<file path="src/sv/rsse_pkg.sv">
// Shared types and constants for the rectangle shadow silhouette extruder.
// No dependencies; imported by rsse_extrude and the top level.
package rsse_pkg;

    localparam int CW = 24;   // input coordinate width
    localparam int VW = 27;   // output vertex width
    localparam int LW = 17;   // extrusion length width

    localparam logic [1:0] OC_VERTEX = 2'd0;
    localparam logic [1:0] OC_INSIDE = 2'd1;
    localparam logic [1:0] OC_EMPTY  = 2'd2;

    // rectangle corners
    localparam logic [1:0] CRN_LT = 2'd0;
    localparam logic [1:0] CRN_RT = 2'd1;
    localparam logic [1:0] CRN_RB = 2'd2;
    localparam logic [1:0] CRN_LB = 2'd3;

    localparam logic [LW-1:0] LEN_RESET = 17'd100000;

    localparam logic signed [VW-1:0] VMAX = 27'sh3FFFFFF;
    localparam logic signed [VW-1:0] VMIN = 27'sh4000000;

    typedef enum logic [2:0] {
        T_IDLE,
        T_STATUS,
        T_CORNER,
        T_EXT,
        T_WAIT,
        T_PUT
    } top_state_t;

    typedef enum logic [3:0] {
        X_IDLE,
        X_SQA,
        X_SQB,
        X_SUM,
        X_NORM,
        X_SQRT,
        X_MUL,
        X_NUM,
        X_DIV,
        X_DONE
    } ext_state_t;

    typedef struct packed {
        logic                 start;
        logic signed [CW-1:0] cx;
        logic signed [CW-1:0] cy;
    } ext_req_t;

    typedef struct packed {
        logic                 done;
        logic signed [VW-1:0] ex;
        logic signed [VW-1:0] ey;
    } ext_rsp_t;

endpackage

</file>
<file path="src/sv/rsse_extrude.sv">
// Corner extrusion unit: one shared multiplier, square root and divider steps.
// Depends on rsse_pkg.
module rsse_extrude #(
    parameter int FRAC_BITS = 8
) (
    input  logic                         clk,
    input  logic                         rst_n,
    input  rsse_pkg::ext_req_t           req,
    input  logic signed [rsse_pkg::CW-1:0] lx,
    input  logic signed [rsse_pkg::CW-1:0] ly,
    input  logic [rsse_pkg::LW-1:0]      len,
    output rsse_pkg::ext_rsp_t           rsp
);
    import rsse_pkg::*;

    localparam int AW  = CW;                  // |d| width
    localparam int DW  = 58;                  // normalized distance squared
    localparam int RW  = 29;                  // root width
    localparam int PW  = RW + AW;             // multiplier product
    localparam int SHW = AW + 32;             // |d| << s before truncation
    localparam int QW  = LW + FRAC_BITS;      // quotient width
    localparam int NW  = RW + LW + FRAC_BITS + 1;
    localparam int SW  = (QW + 2 > VW) ? QW + 2 : VW;
    localparam int CNW = $clog2(QW + 1);
    localparam logic [DW-1:0] NORM_MIN = DW'(1) << 56;

    ext_state_t           state_reg, state_next;
    logic signed [CW-1:0] cx_reg, cy_reg, cx_next, cy_next;
    logic [AW-1:0]        ax_reg, ay_reg, ax_next, ay_next;
    logic                 sx_reg, sy_reg, sx_next, sy_next;
    logic [PW-1:0]        prod_reg, prod_next;
    logic [DW-1:0]        d_reg, d_next, res_reg, res_next, bit_reg, bit_next;
    logic [4:0]           s_reg, s_next;
    logic                 axis_reg, axis_next;
    logic [RW-1:0]        rem_reg, rem_next;
    logic [QW-1:0]        quo_reg, quo_next, ox_reg, ox_next, oy_reg, oy_next;
    logic [CNW-1:0]       cnt_reg, cnt_next;

    logic signed [AW:0]   dx, dy;
    logic [RW-1:0]        mul_a;
    logic [AW-1:0]        mul_b;
    logic [SHW-1:0]       ash_full;
    logic [DW-1:0]        dsum, rb;
    logic [NW-1:0]        num;
    logic [RW:0]          t, diff;
    logic                 ge;
    logic signed [SW-1:0] sumx, sumy;

    function automatic logic signed [VW-1:0] sat_v(input logic signed [SW-1:0] v);
        if (v > SW'(VMAX))
            return VMAX;
        else if (v < SW'(VMIN))
            return VMIN;
        else
            return v[VW-1:0];
    endfunction

    assign dx = {req.cx[CW-1], req.cx} - {lx[CW-1], lx};
    assign dy = {req.cy[CW-1], req.cy} - {ly[CW-1], ly};

    assign ash_full = SHW'(axis_reg ? ay_reg : ax_reg) << s_reg;

    // shared multiplier operand select
    always_comb
    begin
        mul_a = RW'(ax_reg);
        mul_b = ax_reg;
        case (state_reg)
            X_SQB:
            begin
                mul_a = RW'(ay_reg);
                mul_b = ay_reg;
            end
            X_MUL:
            begin
                mul_a = ash_full[RW-1:0];
                mul_b = AW'(len);
            end
            default:
            begin
                mul_a = RW'(ax_reg);
                mul_b = ax_reg;
            end
        endcase
    end

    assign dsum = d_reg + DW'(prod_reg);
    assign rb   = res_reg + bit_reg;
    assign num  = (NW'(prod_reg) << FRAC_BITS) + NW'(res_reg[RW-1:1]);
    assign t    = {rem_reg, quo_reg[QW-1]};
    assign diff = t - {1'b0, res_reg[RW-1:0]};
    assign ge   = t >= {1'b0, res_reg[RW-1:0]};

    assign sumx = sx_reg ? SW'(cx_reg) - SW'($signed({1'b0, ox_reg}))
                         : SW'(cx_reg) + SW'($signed({1'b0, ox_reg}));
    assign sumy = sy_reg ? SW'(cy_reg) - SW'($signed({1'b0, oy_reg}))
                         : SW'(cy_reg) + SW'($signed({1'b0, oy_reg}));

    always_comb
    begin
        state_next = state_reg;
        cx_next    = cx_reg;
        cy_next    = cy_reg;
        ax_next    = ax_reg;
        ay_next    = ay_reg;
        sx_next    = sx_reg;
        sy_next    = sy_reg;
        prod_next  = prod_reg;
        d_next     = d_reg;
        res_next   = res_reg;
        bit_next   = bit_reg;
        s_next     = s_reg;
        axis_next  = axis_reg;
        rem_next   = rem_reg;
        quo_next   = quo_reg;
        ox_next    = ox_reg;
        oy_next    = oy_reg;
        cnt_next   = cnt_reg;
        rsp.done   = 1'b0;
        rsp.ex     = sat_v(sumx);
        rsp.ey     = sat_v(sumy);
        case (state_reg)
            X_IDLE:
            begin
                if (req.start)
                begin
                    cx_next    = req.cx;
                    cy_next    = req.cy;
                    sx_next    = dx[AW];
                    sy_next    = dy[AW];
                    ax_next    = dx[AW] ? AW'(-dx) : dx[AW-1:0];
                    ay_next    = dy[AW] ? AW'(-dy) : dy[AW-1:0];
                    state_next = X_SQA;
                end
            end
            X_SQA:
            begin
                prod_next  = PW'(mul_a) * PW'(mul_b);
                state_next = X_SQB;
            end
            X_SQB:
            begin
                d_next     = DW'(prod_reg);
                prod_next  = PW'(mul_a) * PW'(mul_b);
                state_next = X_SUM;
            end
            X_SUM:
            begin
                d_next = dsum;
                s_next = '0;
                if (dsum == '0)
                begin
                    // light on the corner: no push
                    ox_next    = '0;
                    oy_next    = '0;
                    state_next = X_DONE;
                end
                else
                    state_next = X_NORM;
            end
            X_NORM:
            begin
                if (d_reg < NORM_MIN)
                begin
                    d_next = d_reg << 2;
                    s_next = s_reg + 5'd1;
                end
                else
                begin
                    res_next   = '0;
                    bit_next   = NORM_MIN;
                    state_next = X_SQRT;
                end
            end
            X_SQRT:
            begin
                if (d_reg >= rb)
                begin
                    d_next   = d_reg - rb;
                    res_next = (res_reg >> 1) + bit_reg;
                end
                else
                    res_next = res_reg >> 1;
                bit_next = bit_reg >> 2;
                if (bit_reg[0])
                begin
                    axis_next  = 1'b0;
                    state_next = X_MUL;
                end
            end
            X_MUL:
            begin
                prod_next  = PW'(mul_a) * PW'(mul_b);
                state_next = X_NUM;
            end
            X_NUM:
            begin
                rem_next   = num[QW+RW-1:QW];
                quo_next   = num[QW-1:0];
                cnt_next   = '0;
                state_next = X_DIV;
            end
            X_DIV:
            begin
                rem_next = ge ? diff[RW-1:0] : t[RW-1:0];
                quo_next = {quo_reg[QW-2:0], ge};
                cnt_next = cnt_reg + CNW'(1);
                if (cnt_reg == CNW'(QW - 1))
                begin
                    if (axis_reg)
                    begin
                        oy_next    = {quo_reg[QW-2:0], ge};
                        state_next = X_DONE;
                    end
                    else
                    begin
                        ox_next    = {quo_reg[QW-2:0], ge};
                        axis_next  = 1'b1;
                        state_next = X_MUL;
                    end
                end
            end
            X_DONE:
            begin
                rsp.done   = 1'b1;
                state_next = X_IDLE;
            end
            default:
                state_next = X_IDLE;
        endcase
    end

    always_ff @(posedge clk or negedge rst_n)
    begin
        if (!rst_n)
            state_reg <= X_IDLE;
        else
            state_reg <= state_next;
    end

    always_ff @(posedge clk)
    begin
        cx_reg   <= cx_next;
        cy_reg   <= cy_next;
        ax_reg   <= ax_next;
        ay_reg   <= ay_next;
        sx_reg   <= sx_next;
        sy_reg   <= sy_next;
        prod_reg <= prod_next;
        d_reg    <= d_next;
        res_reg  <= res_next;
        bit_reg  <= bit_next;
        s_reg    <= s_next;
        axis_reg <= axis_next;
        rem_reg  <= rem_next;
        quo_reg  <= quo_next;
        ox_reg   <= ox_next;
        oy_reg   <= oy_next;
        cnt_reg  <= cnt_next;
    end

`ifndef ASSERT_OFF
    a_rem_below_root: assert property (@(posedge clk) disable iff (!rst_n)
        state_reg == X_DIV |-> rem_reg < res_reg[RW-1:0])
        else $error("divider remainder not below root");
    a_sqrt_bit_onehot: assert property (@(posedge clk) disable iff (!rst_n)
        state_reg == X_SQRT |-> $onehot(bit_reg))
        else $error("square root bit lost");
    a_done_single: assert property (@(posedge clk) disable iff (!rst_n)
        state_reg == X_DONE |=> state_reg == X_IDLE)
        else $error("done held more than one cycle");
`endif

endmodule

</file>
<file path="src/sv/rect_shadow_silhouette_extruder.sv">
// Top level: region classification, vertex sequencing and output register.
// Depends on rsse_pkg and rsse_extrude.
// Status results are registered from the T_STATUS state once the output is free; silhouette corners
// follow at one per cycle while out_ready does not stall them. Each extruded vertex runs the extrusion
// steps (s up to 28 normalize steps; 29 root steps; one quotient bit per cycle per axis).
// Reset: asynchronous, clears the sequencer and output valid; extrude_length = 100000.
module rect_shadow_silhouette_extruder #(
    parameter int FRAC_BITS = 8
) (
    input  logic                           clk,
    input  logic                           rst_n,
    input  logic                           cfg_we,
    input  logic [rsse_pkg::LW-1:0]        cfg_wdata,
    input  logic                           in_valid,
    output logic                           in_ready,
    input  logic signed [rsse_pkg::CW-1:0] light_x,
    input  logic signed [rsse_pkg::CW-1:0] light_y,
    input  logic signed [rsse_pkg::CW-1:0] rect_left,
    input  logic signed [rsse_pkg::CW-1:0] rect_top,
    input  logic signed [rsse_pkg::CW-1:0] rect_right,
    input  logic signed [rsse_pkg::CW-1:0] rect_bottom,
    output logic                           out_valid,
    input  logic                           out_ready,
    output logic signed [rsse_pkg::VW-1:0] vertex_x,
    output logic signed [rsse_pkg::VW-1:0] vertex_y,
    output logic [1:0]                     outcome,
    output logic                           last_vertex
);
    import rsse_pkg::*;

    top_state_t           state_reg, state_next;
    logic [LW-1:0]        len_reg;
    logic signed [CW-1:0] lx_reg, ly_reg, le_reg, tp_reg, rt_reg, bt_reg;
    logic [1:0]           sel_reg [3];
    logic [1:0]           sel_next [3];
    logic                 n3_reg, n3_next;
    logic [1:0]           stat_reg, stat_next;
    logic [1:0]           idx_reg, idx_next;
    logic signed [VW-1:0] exx_reg, exy_reg;
    logic                 ov_reg, ov_next;
    logic signed [VW-1:0] vx_reg, vy_reg, vx_next, vy_next;
    logic [1:0]           oc_reg, oc_next;
    logic                 last_reg, last_next;
    logic                 load;

    logic                 in_rect, xbet, ybet, empty, n3c;
    logic [1:0]           c0, c1, c2;
    logic [1:0]           cur;
    logic signed [CW-1:0] cxv, cyv;
    logic                 out_free;
    ext_req_t             req;
    ext_rsp_t             rsp;

    // region classification on the input beat
    always_comb
    begin
        in_rect = (rect_left < light_x) && (rect_right > light_x) &&
                  (rect_top < light_y) && (rect_bottom > light_y);
        ybet   = (rect_top <= light_y) && (light_y <= rect_bottom);
        xbet   = (rect_left <= light_x) && (light_x <= rect_right);
        empty  = 1'b0;
        n3c    = 1'b0;
        c0     = CRN_LT;
        c1     = CRN_LB;
        c2     = CRN_LB;
        if (rect_left > light_x && ybet)
        begin
            c0 = CRN_LT; c1 = CRN_LB;
        end
        else if (rect_right <= light_x && ybet)
        begin
            c0 = CRN_RT; c1 = CRN_RB;
        end
        else if (rect_top > light_y && xbet)
        begin
            c0 = CRN_LT; c1 = CRN_RT;
        end
        else if (rect_bottom <= light_y && xbet)
        begin
            c0 = CRN_RB; c1 = CRN_LB;
        end
        else if (rect_left > light_x && rect_top > light_y)
        begin
            c0 = CRN_RT; c1 = CRN_LT; c2 = CRN_LB; n3c = 1'b1;
        end
        else if (rect_left > light_x && rect_bottom <= light_y)
        begin
            c0 = CRN_LT; c1 = CRN_LB; c2 = CRN_RB; n3c = 1'b1;
        end
        else if (rect_right <= light_x && rect_top > light_y)
        begin
            c0 = CRN_LT; c1 = CRN_RT; c2 = CRN_RB; n3c = 1'b1;
        end
        else if (rect_right <= light_x && rect_bottom <= light_y)
        begin
            c0 = CRN_RT; c1 = CRN_RB; c2 = CRN_LB; n3c = 1'b1;
        end
        else
            empty = 1'b1;
    end

    assign cur = sel_reg[idx_reg];

    always_comb
    begin
        case (cur)
            CRN_LT:
            begin
                cxv = le_reg; cyv = tp_reg;
            end
            CRN_RT:
            begin
                cxv = rt_reg; cyv = tp_reg;
            end
            CRN_RB:
            begin
                cxv = rt_reg; cyv = bt_reg;
            end
            default:
            begin
                cxv = le_reg; cyv = bt_reg;
            end
        endcase
    end

    assign out_free  = !ov_reg || out_ready;

    always_comb
    begin
        state_next  = state_reg;
        sel_next    = sel_reg;
        n3_next     = n3_reg;
        stat_next   = stat_reg;
        idx_next    = idx_reg;
        vx_next     = vx_reg;
        vy_next     = vy_reg;
        oc_next     = oc_reg;
        last_next   = last_reg;
        ov_next     = ov_reg && !out_ready;
        load        = 1'b0;
        in_ready    = 1'b0;
        req.start   = 1'b0;
        req.cx      = cxv;
        req.cy      = cyv;
        case (state_reg)
            T_IDLE:
            begin
                in_ready = 1'b1;
                if (in_valid)
                begin
                    load        = 1'b1;
                    sel_next[0] = c0;
                    sel_next[1] = c1;
                    sel_next[2] = c2;
                    n3_next     = n3c;
                    idx_next    = 2'd0;
                    stat_next   = in_rect ? OC_INSIDE : OC_EMPTY;
                    state_next  = (in_rect || empty) ? T_STATUS : T_CORNER;
                end
            end
            T_STATUS:
            begin
                if (out_free)
                begin
                    ov_next    = 1'b1;
                    vx_next    = '0;
                    vy_next    = '0;
                    oc_next    = stat_reg;
                    last_next  = 1'b1;
                    state_next = T_IDLE;
                end
            end
            T_CORNER:
            begin
                if (out_free)
                begin
                    ov_next   = 1'b1;
                    vx_next   = VW'(cxv);
                    vy_next   = VW'(cyv);
                    oc_next   = OC_VERTEX;
                    last_next = 1'b0;
                    if (idx_reg == (n3_reg ? 2'd2 : 2'd1))
                        state_next = T_EXT;
                    else
                        idx_next = idx_reg + 2'd1;
                end
            end
            T_EXT:
            begin
                req.start  = 1'b1;
                state_next = T_WAIT;
            end
            T_WAIT:
            begin
                if (rsp.done)
                    state_next = T_PUT;
            end
            T_PUT:
            begin
                if (out_free)
                begin
                    ov_next   = 1'b1;
                    vx_next   = exx_reg;
                    vy_next   = exy_reg;
                    oc_next   = OC_VERTEX;
                    last_next = (idx_reg == 2'd0);
                    if (idx_reg == 2'd0)
                        state_next = T_IDLE;
                    else
                    begin
                        // middle corner of three is not pushed
                        idx_next   = (n3_reg && idx_reg == 2'd2) ? 2'd0 : idx_reg - 2'd1;
                        state_next = T_EXT;
                    end
                end
            end
            default:
                state_next = T_IDLE;
        endcase
    end

    always_ff @(posedge clk or negedge rst_n)
    begin
        if (!rst_n)
        begin
            state_reg <= T_IDLE;
            ov_reg    <= 1'b0;
            len_reg   <= LEN_RESET;
        end
        else
        begin
            state_reg <= state_next;
            ov_reg    <= ov_next;
            if (cfg_we)
                len_reg <= cfg_wdata;
        end
    end

    always_ff @(posedge clk)
    begin
        if (load)
        begin
            lx_reg <= light_x;
            ly_reg <= light_y;
            le_reg <= rect_left;
            tp_reg <= rect_top;
            rt_reg <= rect_right;
            bt_reg <= rect_bottom;
        end
        if (rsp.done)
        begin
            exx_reg <= rsp.ex;
            exy_reg <= rsp.ey;
        end
        sel_reg  <= sel_next;
        n3_reg   <= n3_next;
        stat_reg <= stat_next;
        idx_reg  <= idx_next;
        vx_reg   <= vx_next;
        vy_reg   <= vy_next;
        oc_reg   <= oc_next;
        last_reg <= last_next;
    end

    rsse_extrude #(
        .FRAC_BITS(FRAC_BITS)
    ) u_extrude (
        .clk  (clk),
        .rst_n(rst_n),
        .req  (req),
        .lx   (lx_reg),
        .ly   (ly_reg),
        .len  (len_reg),
        .rsp  (rsp)
    );

    assign out_valid   = ov_reg;
    assign vertex_x    = vx_reg;
    assign vertex_y    = vy_reg;
    assign outcome     = oc_reg;
    assign last_vertex = last_reg;

`ifndef ASSERT_OFF
    a_busy_after_beat: assert property (@(posedge clk) disable iff (!rst_n)
        (in_valid && in_ready) |=> !in_ready)
        else $error("input taken while busy");
    a_done_when_waiting: assert property (@(posedge clk) disable iff (!rst_n)
        rsp.done |-> state_reg == T_WAIT)
        else $error("extrusion finished outside wait");
    a_status_shape: assert property (@(posedge clk) disable iff (!rst_n)
        (out_valid && outcome != OC_VERTEX) |->
            (vertex_x == '0 && vertex_y == '0 && last_vertex))
        else $error("malformed status beat");
`endif

endmodule
</file>
<file path="config.mk">
export PLATFORM = sky130hd
export DESIGN_NAME = rect_shadow_silhouette_extruder
export DESIGN_NICKNAME = d
export VERILOG_FILES = /design/src/sv/rsse_pkg.sv /design/src/sv/rsse_extrude.sv /design/src/sv/rect_shadow_silhouette_extruder.sv
export SDC_FILE = /design/constraint.sdc
export NUM_CORES = 2
export LEC_CHECK = 0
export ABC_AREA = 1
export BUFFER_PORTS_ARGS = -buffer_cell sky130_fd_sc_hd__buf_4
export CAP_MARGIN = 25
export CORE_UTILIZATION = 45
export CTS_BUF_LIST = sky130_fd_sc_hd__clkbuf_4
export CTS_CLUSTER_DIAMETER = 150
export DETAILED_ROUTE_END_ITERATION = 10
export PLACE_DENSITY_LB_ADDON = 0.1
export SLEW_MARGIN = 20
export SYNTH_ARGS = -nofsm -noshare
export SYNTH_HDL_FRONTEND = slang
export SYNTH_HIERARCHICAL = 1
export SYNTH_SLANG_ARGS = --single-unit
</file>
<file path="constraint.sdc">
create_clock -name clk -period 19.4 [get_ports clk]
set_input_delay 2.91 -clock clk [delete_from_list [all_inputs] [get_ports clk]]
set_output_delay 2.91 -clock clk [all_outputs]
set_load 0.03 [all_outputs]
</file>
==> run metrics <==
outcome completed; Multi-input gate area between 50,000 and 60,000 sq um; Post-Synthesis Cells slightly above 10,000; fin crit period slightly above 10 ns; Port Buffers about 220; Root Buffer Master clkbuf_4; Area growth, synth to finish 8.66%; Hold Path Cell Cnt 1; Sum Neg Setup Slack 0 ns; Congestion Overflow GR 0; CP Max Fanout 26; Post-synth EDFFs 676; # clock sinks ~700; vias in the first global route about 70,000; Startpoint Class register; Slew headroom 26.7%; cell mode on critical path fa_1; Critical Path RT 20.25 ns; actual slew at the worst max-slew pin approximately 1.1 ns; Finished Layout Cells 12,933; FF-to-FF path depth 30; number of DRC markers in iteration 0 6,938; P_leak slightly above 40 nW; Clock Pin Slew Worst Setup and Hold Paths 0.06 ns; Setup Viol. Count Final 0; Std-Cell Rows about 150; biggest area consumer among synthesized cells edfxtp_1; Fill cells 17,484; top-area cell type share of the netlist area between 20 and 30%; Reg2Reg Setup Slack between 9 and 10 ns; Syn. warnings 6; Slew Viols, Final 0; dpl cells between 10,000 and 15,000; WS Path Type register to register; largest net degree at the start of global routing between 80 and 90; Mapped Area between 70,000 and 80,000 sq um; worst hold slack ~0.52 ns; setup slack after layout slightly above 9 ns; RSZ-0062 raised after global routing no; # DRC 0; final-stage net count 11,825; die area between 150,000 and 200,000 sq um; initial antenna violation count 23; Skew-Pair Late Insertion Delay about 1.2 ns; count leader, synth nand2_1; Synth Area per Inst a little under 8 sq um; Peak supply drop approximately 55 uV; Hold Path Class register to register; Final Cycle Share ~52%; top cells by area, synth edfxtp_1, fa_1, nand2_1; DP HPWL around 240,000 um; FFs w/ async S/R, synth 3.57%; synth unique cells between 80 and 90; Detail Route Antenna Nets 0; part of the Yosys area used for sequential elements about a quarter; Core Region ~170,000 sq um; Worst EP arrival between 10 and 15 ns; CP peak stage delay roughly 0.74 ns; First-pass DRT Iterations 6; gpl congestion roughly 1; worst reg2reg startpoint u_extrude/state_reg[0]; WL/cell around 23 um; CP endpoint kind register; Inserted Clock Buffers just under 200; via count slightly above 70,000; CTS tree done; critical path's slowest cell o21ai_0; Critical Path Start u_extrude/state_reg[0]; most frequent cells after synthesis nand2_1, inv_1, nor2_1; main flop type after synthesis edfxtp_1; Die Span Y approximately 420 um; GR Util All Layers 33.1%; DR vias/cell between 5 and 6; global-route wire length before repair about 440,000 um; Hold Startpoint len_reg[11]; pre-CTS worst setup slack approximately 9.3 ns; Setup Skew roughly 0.11 ns; Final Hold Vio Count 0; Max Cap Viol 0; crit path capture u_extrude/prod_reg[46]; cells resized by post-CTS repair 0; die extent in x about 420 um; flip-flop and latch area between 20,000 and 25,000 sq um; Post-CTS Hold Buffers 0; initial core utilization between 40% and 50%; FMAX around 99 MHz; share of layout cells above drive strength 1 approximately a tenth; maximum clock path buffer count 3; final WL between 200,000 and 300,000 um; Synth Register Bits approximately 700; Reg2Reg Capture Point u_extrude/prod_reg[46]; postcts setup bufs 0; number of I/O pins between 200 and 250; H-tree depth 4; Pwr Density a little under 40 nW/um^2
-- metrics by stage --
stage | util, % | area (sq um) | power [mW]
6_report | 49.3 | 85900 | 3.36
4_1_cts | 49.3 | 85900 | 3.40
5_1_grt | 49.3 | 85900 | 3.53
3_3_place_gp | 47.9 | 83400 | 2.00
2_1_floorplan | - | 79200 | 1.91
3_5_place_dp | 47.9 | 83400 | 2.01
-- cell type report --
| cell class | count | share of cell area (%) |
|---|---|---|
| sequential | 701 | 24.4 |
| inverter | 1967 | 8.60 |
| tap | 2325 | 3.39 |
| antenna | 10 | 0.0291 |
| clock buffer | 276 | 2.41 |
| clock inverter | 68 | 0.449 |
| timing repair buffer | 292 | 2.56 |
| multi-input combinational | 7294 | 58.2 |
-- routing by layer --
metal	vias up	part of all wire (%)	track usage [%]
met1	34237	44	46.1
met4	8	4.0	12.3
met3	505	8.7	6.41
met5	-	0.016	0
met2	2885	43	50.7
li1	33223	-	-
-- worst min path at each step --
| stage | slack (ns) | to |
|---|---|---|
| 3_3_place_gp | 0.50 | len_reg[0] |
| 3_5_place_dp | 0.51 | vertex_x[23] |
| 4_1_cts | 0.52 | vertex_x[23] |
| 5_1_grt | 0.55 | vertex_x[24] |
| 6_report | 0.52 | len_reg[11] |
| 2_1_floorplan | 0.48 | len_reg[12] |
-- cell families (layout without fill, tap and decap cells) --
family,after synthesis,count (layout),synth area share (%)
AND/OR/NAND/NOR,4141,4141,22.0
buffers and inverters,2169,2603,10.6
AO/OA/AOI/OAI,1483,1483,11.0
adder cells (fa/ha/maj),1206,1206,24.8
flip-flops,701,701,26.5
XOR/XNOR,353,353,4.10
multiplexers,76,76,1.06
other,2,45,0.00950
-- cell usage in the layout (no fill, tap or decap), types with 203 or more instances in the layout --
cell / instances
nand3_1: 312
ha_1: 606
a21oi_1: 594
xor2_1: 203
inv_1: 1898
edfxtp_1: 676
o21ai_0: 390
buf_4: 290
nor2_1: 999
clkbuf_4: 276
fa_1: 600
nand2_1: 2362
-- critical path, delay by kind of cell (launching register included) --
kind | cells | cell delay (ns)
xor+xnor | 1 | 0.13
compound gates | 3 | 1.10
flops | 1 | 0.49
fa+ha+maj | 8 | 3.98
simple gates | 10 | 2.35
buf+inv | 8 | 1.72
-- where the power goes --
part	switching, mW	internal [mW]	total, mW
Clock	0.689	0.686	1.38
Sequential	0.00324	1.66	1.66
Combinational	0.192	0.138	0.330
Total	0.884	2.48	3.36
Note: power is estimated with default switching activity, not from simulation.
